### src/rtl/segment_intersection_core_defines.svh
// Assertion macros used by the segment intersection core.
`ifndef SEGMENT_INTERSECTION_CORE_DEFINES_SVH
`define SEGMENT_INTERSECTION_CORE_DEFINES_SVH

// Same-cycle implication, sampled on clk_i, off while rst_ni is low.
`define SIC_ASSERT_IMP(lbl, ante, cons, msg) \
  lbl: assert property (@(posedge clk_i) disable iff (!rst_ni) (ante) |-> (cons)) \
    else $error(msg);

// Next-cycle implication, sampled on clk_i, off while rst_ni is low.
`define SIC_ASSERT_NXT(lbl, ante, cons, msg) \
  lbl: assert property (@(posedge clk_i) disable iff (!rst_ni) (ante) |=> (cons)) \
    else $error(msg);

`endif

### src/rtl/sic_pkg.sv
// Package with the result status codes of the segment intersection block.
package sic_pkg;

  typedef enum logic [1:0] {
    ST_NONE     = 2'd0,
    ST_CROSS    = 2'd1,
    ST_PARALLEL = 2'd2
  } status_e;

endpackage

### src/rtl/sic_divider.sv
// Pipelined restoring divider: one quotient bit per stage, saturating signed result.
module sic_divider import sic_pkg::*; #(
  parameter int W  = 16,
  parameter int MW = 52,
  parameter int DW = 35
) (
  input  logic                clk_i,
  input  logic                en_i,
  input  logic [MW-1:0]       num_i,
  input  logic [DW-1:0]       den_i,
  input  logic                neg_i,
  output logic signed [W-1:0] quo_o
);

  logic [MW-1:0] r_q   [0:W];
  logic [W-1:0]  qb_q  [0:W];
  logic [DW-1:0] d_q   [0:W];
  logic          ovf_q [0:W];
  logic          neg_q [0:W];

  logic [MW-1:0] dtop;
  assign dtop = MW'(den_i) << W;

  // Stage 0: flag quotients that cannot fit in W bits.
  always_ff @(posedge clk_i) begin
    if (en_i) begin
      r_q[0]   <= num_i;
      qb_q[0]  <= '0;
      d_q[0]   <= den_i;
      ovf_q[0] <= (num_i >= dtop);
      neg_q[0] <= neg_i;
    end
  end

  for (genvar k = 1; k <= W; k++) begin : g_stage
    logic [MW-1:0] dsh;
    logic          ge;
    assign dsh = MW'(d_q[k-1]) << (W - k);
    assign ge  = (r_q[k-1] >= dsh);
    always_ff @(posedge clk_i) begin
      if (en_i) begin
        r_q[k]   <= ge ? (r_q[k-1] - dsh) : r_q[k-1];
        qb_q[k]  <= qb_q[k-1] | (ge ? (W'(1) << (W - k)) : W'(0));
        d_q[k]   <= d_q[k-1];
        ovf_q[k] <= ovf_q[k-1];
        neg_q[k] <= neg_q[k-1];
      end
    end
  end

  logic [W-1:0] lim;
  logic [W-1:0] mag;
  assign lim = neg_q[W] ? (W'(1) << (W - 1)) : ((W'(1) << (W - 1)) - W'(1));
  assign mag = (ovf_q[W] || (qb_q[W] > lim)) ? lim : qb_q[W];

  always_ff @(posedge clk_i) begin
    if (en_i) begin
      quo_o <= neg_q[W] ? $signed(-mag) : $signed(mag);
    end
  end

endmodule

### config.mk
export PLATFORM = sky130hd
export DESIGN_NAME = sic_divider
export DESIGN_NICKNAME = d
export VERILOG_FILES = /design/src/rtl/segment_intersection_core_defines.svh /design/src/rtl/sic_pkg.sv /design/src/rtl/sic_divider.sv
export SDC_FILE = /design/constraint.sdc
export NUM_CORES = 2
export LEC_CHECK = 0
export CAP_MARGIN = 20
export CORE_MARGIN = 5
export CORE_UTILIZATION = 40
export CTS_CLUSTER_DIAMETER = 200
export CTS_CLUSTER_SIZE = 12
export DETAILED_ROUTE_END_ITERATION = 8
export DONT_BUFFER_PORTS = 1
export PLACE_DENSITY = 0.56
export SETUP_SLACK_MARGIN = 0.4
export SLEW_MARGIN = 20
export SYNTH_ARGS = -nofsm -noshare
export SYNTH_HDL_FRONTEND = slang
export SYNTH_SLANG_ARGS = --single-unit
### constraint.sdc
create_clock -name clk_i -period 5.65 [get_ports clk_i]
set_clock_uncertainty 0.2 [all_clocks]
set_input_delay 0 -clock clk_i [delete_from_list [all_inputs] [get_ports clk_i]]
set_output_delay 0 -clock clk_i [all_outputs]
set_load 0.1 [all_outputs]
==> impl_metrics.toml <==
[floorplan]
die_h_um = 480
coreArea_sq_um = 220000
dieArea_sq_um = 230000
initial_utilization_pct = 40.2
io_pins = 106
dieWidth_um = 480
row_count = 172

[power]
power.leakage_nw = 38.7
p_per_area_nw_per_um2 = 478
vdd_drop_max_v = 0.000314

[critical_path]
arrival_ns = 5.10
crit_type = "in -> reg"
rrSetupSlack_ns = 0.91
r2r_cells = 13
slowest_delay_ns = 0.63
r2r_end = "r_q[0][794]"
r2r_start = "d_q[0][491]"
startpoint_type = "input port"
cp_top_family = "buffers and inverters"
crit_slowest_cell = "dlygate4sd3_1"
cp_max_fo = 172
cpMostUsedCell = "buf_16"
end_kind = "flip-flop"
crit_buf_inv = 11
worstPathCellList = "dlygate4sd3_1 -> buf_16 -> buf_16 -> buf_16 -> buf_16 -> buf_16 -> buf_16 -> buf_16 -> buf_16 -> buf_16 -> clkbuf_16"
required_ns = 5.90

[placement]
hpwl_um = 153000
placed_cells = 10800
globalplace.congestion = 0.947
portBuffers = 0

[logic_synthesis]
avgSynthCellArea_sq_um = 11.1
synth-xor-area-share_pct = 5.67
synth_edf_count = 1578
synth_top_family_by_area = "compound AO/OA/AOI/OAI gates"
synth_mux_area_share_pct = 1.71
synth.distinct_cells = 88
yosysTopAreaCell = "edfxtp_1"
syn_area_sq_um = 88400
synth_top_area_share_pct = 53.6
synth_compound_area_share_pct = 14.8
ys_seq_elements = 1578
synthFlopType = "edfxtp_1"
synth_warnings = 0
synth_cells = 7985
synth_fa_ha_area_share_pct = 9.00
synthTopCellsByArea = "edfxtp_1, ha_1, a21oi_1"
synthSimpleGateAreaFrac_pct = 11.1
async_flop_share_pct = 0
ys_seq_area_share_pct = 53.6
syn_nets = 8702

[timing]
fin_crit_ns = 4.85
relSlewSlack_pct = 19.9
hold_viol = 0
rsz0062_at_grt = "no"
clock.fmax_mhz = 206
setup_viol = 0
maxSlewViolCount = 0
post-route-period-util_pct = 85.8
tightest_slew_ns = 1.20

[detailed_routing]
drc = 0
wl_per_cell_um = 18.1
viasPerCell = 5.28
antenna_left = 0
drt_iter0_markers = 2795
routed_wirelength_um = 202000
num_vias = 58900
dr.pass1.iters = 6

[grt]
grt_pass1_wl_um = 320000
first_global_vias = 61400
grt.total_usage_pct = 17.3
grt_max_degree = 246
antenna_found_initial = 2
grt_remaining_overflow = 0

[min_path]
hp-start = "den_i[19]"
hp-class = "in -> reg"
hold_path_depth = 6
holdPathEnd = "ovf_q[0]"

[clock_network]
cts_tree = "done"
cts_buffers = 149
cts_buffer_depth = 3
insertion_delay_ns = 0.80
root_buffer = "clkbuf_16"
clk_pin_slew_ns = 0.06
clock_sinks = 1578
h-tree-depth = 4

[layout]
utilization_pct = 44.7
fin_nets = 8917
area_delta_synth_final_pct = 11.1
drive_gt1_share_pct = 5.38
final_cells = 11200

[run]
max-cap-violations = 0

[status]
status = "finished, final reports clean"
-- per-stage QoR --
stage                     setup slack (ns)  hold slack, ns  power (mW)  TNS (ns)  area [sq um]
after floorplan                       1.73          -0.101        32.8         0         88400
after global placement              -0.311          -0.101        37.7    -47.57         92200
after detailed placement            -0.254          -0.101        38.0    -36.03         92200
after CTS                            0.740         0.00800        47.3         0         98100
after global routing                 0.431         0.00305        50.3         0         98200
final                                0.800          0.0790        47.0         0         98200
-- layer usage --
metal	GRT usage, %	part of all wire, %	vias up
li1	-	-	29800
met1	17.7	38	27500
met2	33.1	53	1120
met3	2.13	2.6	550
met4	10.9	7.0	0
met5	0	0	-
-- cell type report --
class / count / area, sq um
fillers: 19900 / 122000
well taps: 2958 / 3700
diodes: 1 / 2.50
repair buffers: 271 / 2920
flip-flops and latches: 1578 / 47400
clock buffers: 152 / 3800
inverters: 755 / 2830
clock inverters: 10 / 133
multi-input cells: 5445 / 37400
-- logic make-up (layout without fill, tap and decap cells) --
family,Yosys count,after routing
AO/OA/AOI/OAI,2108,2108
XOR/XNOR,572,572
adder cells (fa/ha/maj),627,627
buffers and inverters,962,1188
flip-flops,1578,1578
multiplexers,131,131
other,0,1
AND/OR/NAND/NOR,2007,2007
-- worst reg2reg max path: cells and delay by family (launching register included) --
family,cells,cell delay [ns]
AO/OA/AOI/OAI,6,2.00
AND/OR/NAND/NOR,2,0.71
buffers and inverters,3,0.47
flip-flops,1,0.41
multiplexers,1,0.38
adder cells (fa/ha/maj),1,0.33
-- synth_stat cells (19+ instances only) --
library cell / count
or2_2: 19
nand2b_1: 89
nor3_1: 111
nor4b_1: 22
nor2_1: 570
xnor2_1: 328
o21a_1: 80
mux2_2: 101
nand4b_1: 20
clkbuf_1: 178
and2_1: 36
o21bai_1: 76
a21oi_1: 731
edfxtp_1: 1578
nand3_1: 149
nand4_1: 129
nand3b_1: 20
a31oi_1: 57
inv_1: 754
ha_1: 612
a2111oi_0: 23
a211oi_1: 75
a21o_1: 296
xor2_1: 244
nor4_1: 83
and3_1: 48
nor2b_1: 81
o211ai_1: 29
o21ai_0: 480
or3_1: 45
a211o_1: 19
nand2_1: 515
or4_1: 22
a21boi_0: 23
o31ai_1: 47
-- cells in the final DEF, fill, tap and decap left out, types with 88 or more instances in the layout --
cell type	instances
edfxtp_1	1578
inv_1	753
a21oi_1	729
ha_1	612
nor2_1	570
nand2_1	515
o21ai_0	478
xnor2_1	328
a21o_1	296
xor2_1	244
dlygate4sd3_1	181
clkbuf_16	153
nand3_1	147
nand4_1	129
nor3_1	111
mux2_2	101
nand2b_1	88
-- worst max-delay path by stage --
| stage | start | slack [ns] | to | cells past startpoint |
|---|---|---|---|---|
| floorplan | neg_q[1][0] | 1.73 | quo_o[4] | 18 |
| global placement | en_i | -0.31 | r_q[0][828] | 6 |
| detailed placement | en_i | -0.25 | r_q[0][830] | 8 |
| CTS | d_q[0][491] | 0.74 | r_q[0][794] | 13 |
| global route | en_i | 0.43 | d_q[0][516] | 11 |
| finish | en_i | 0.80 | r_q[0][738] | 11 |
-- flip-flops by register name, indices dropped and copies added, names as in the netlist --
signal,count
r_q,832
ovf_q,17
qb_q,136
d_q,560
quo_o,16
neg_q,17
-- repair_timing --
action	CTS	global route
resized for setup	0	1
hold buffers	184	1
setup buffers	0	5
hold endpoints to repair	297	1
setup endpoints to repair	0	188
-- where the power goes --
group	switching [mW]	leakage (nW)	total (mW)	internal (mW)
Combinational	11.3	21.5	19.8	8.54
Clock	4.17	1.94	8.93	4.76
Sequential	1.58	15.3	18.2	16.7
Power figures use the tool's default switching activity.
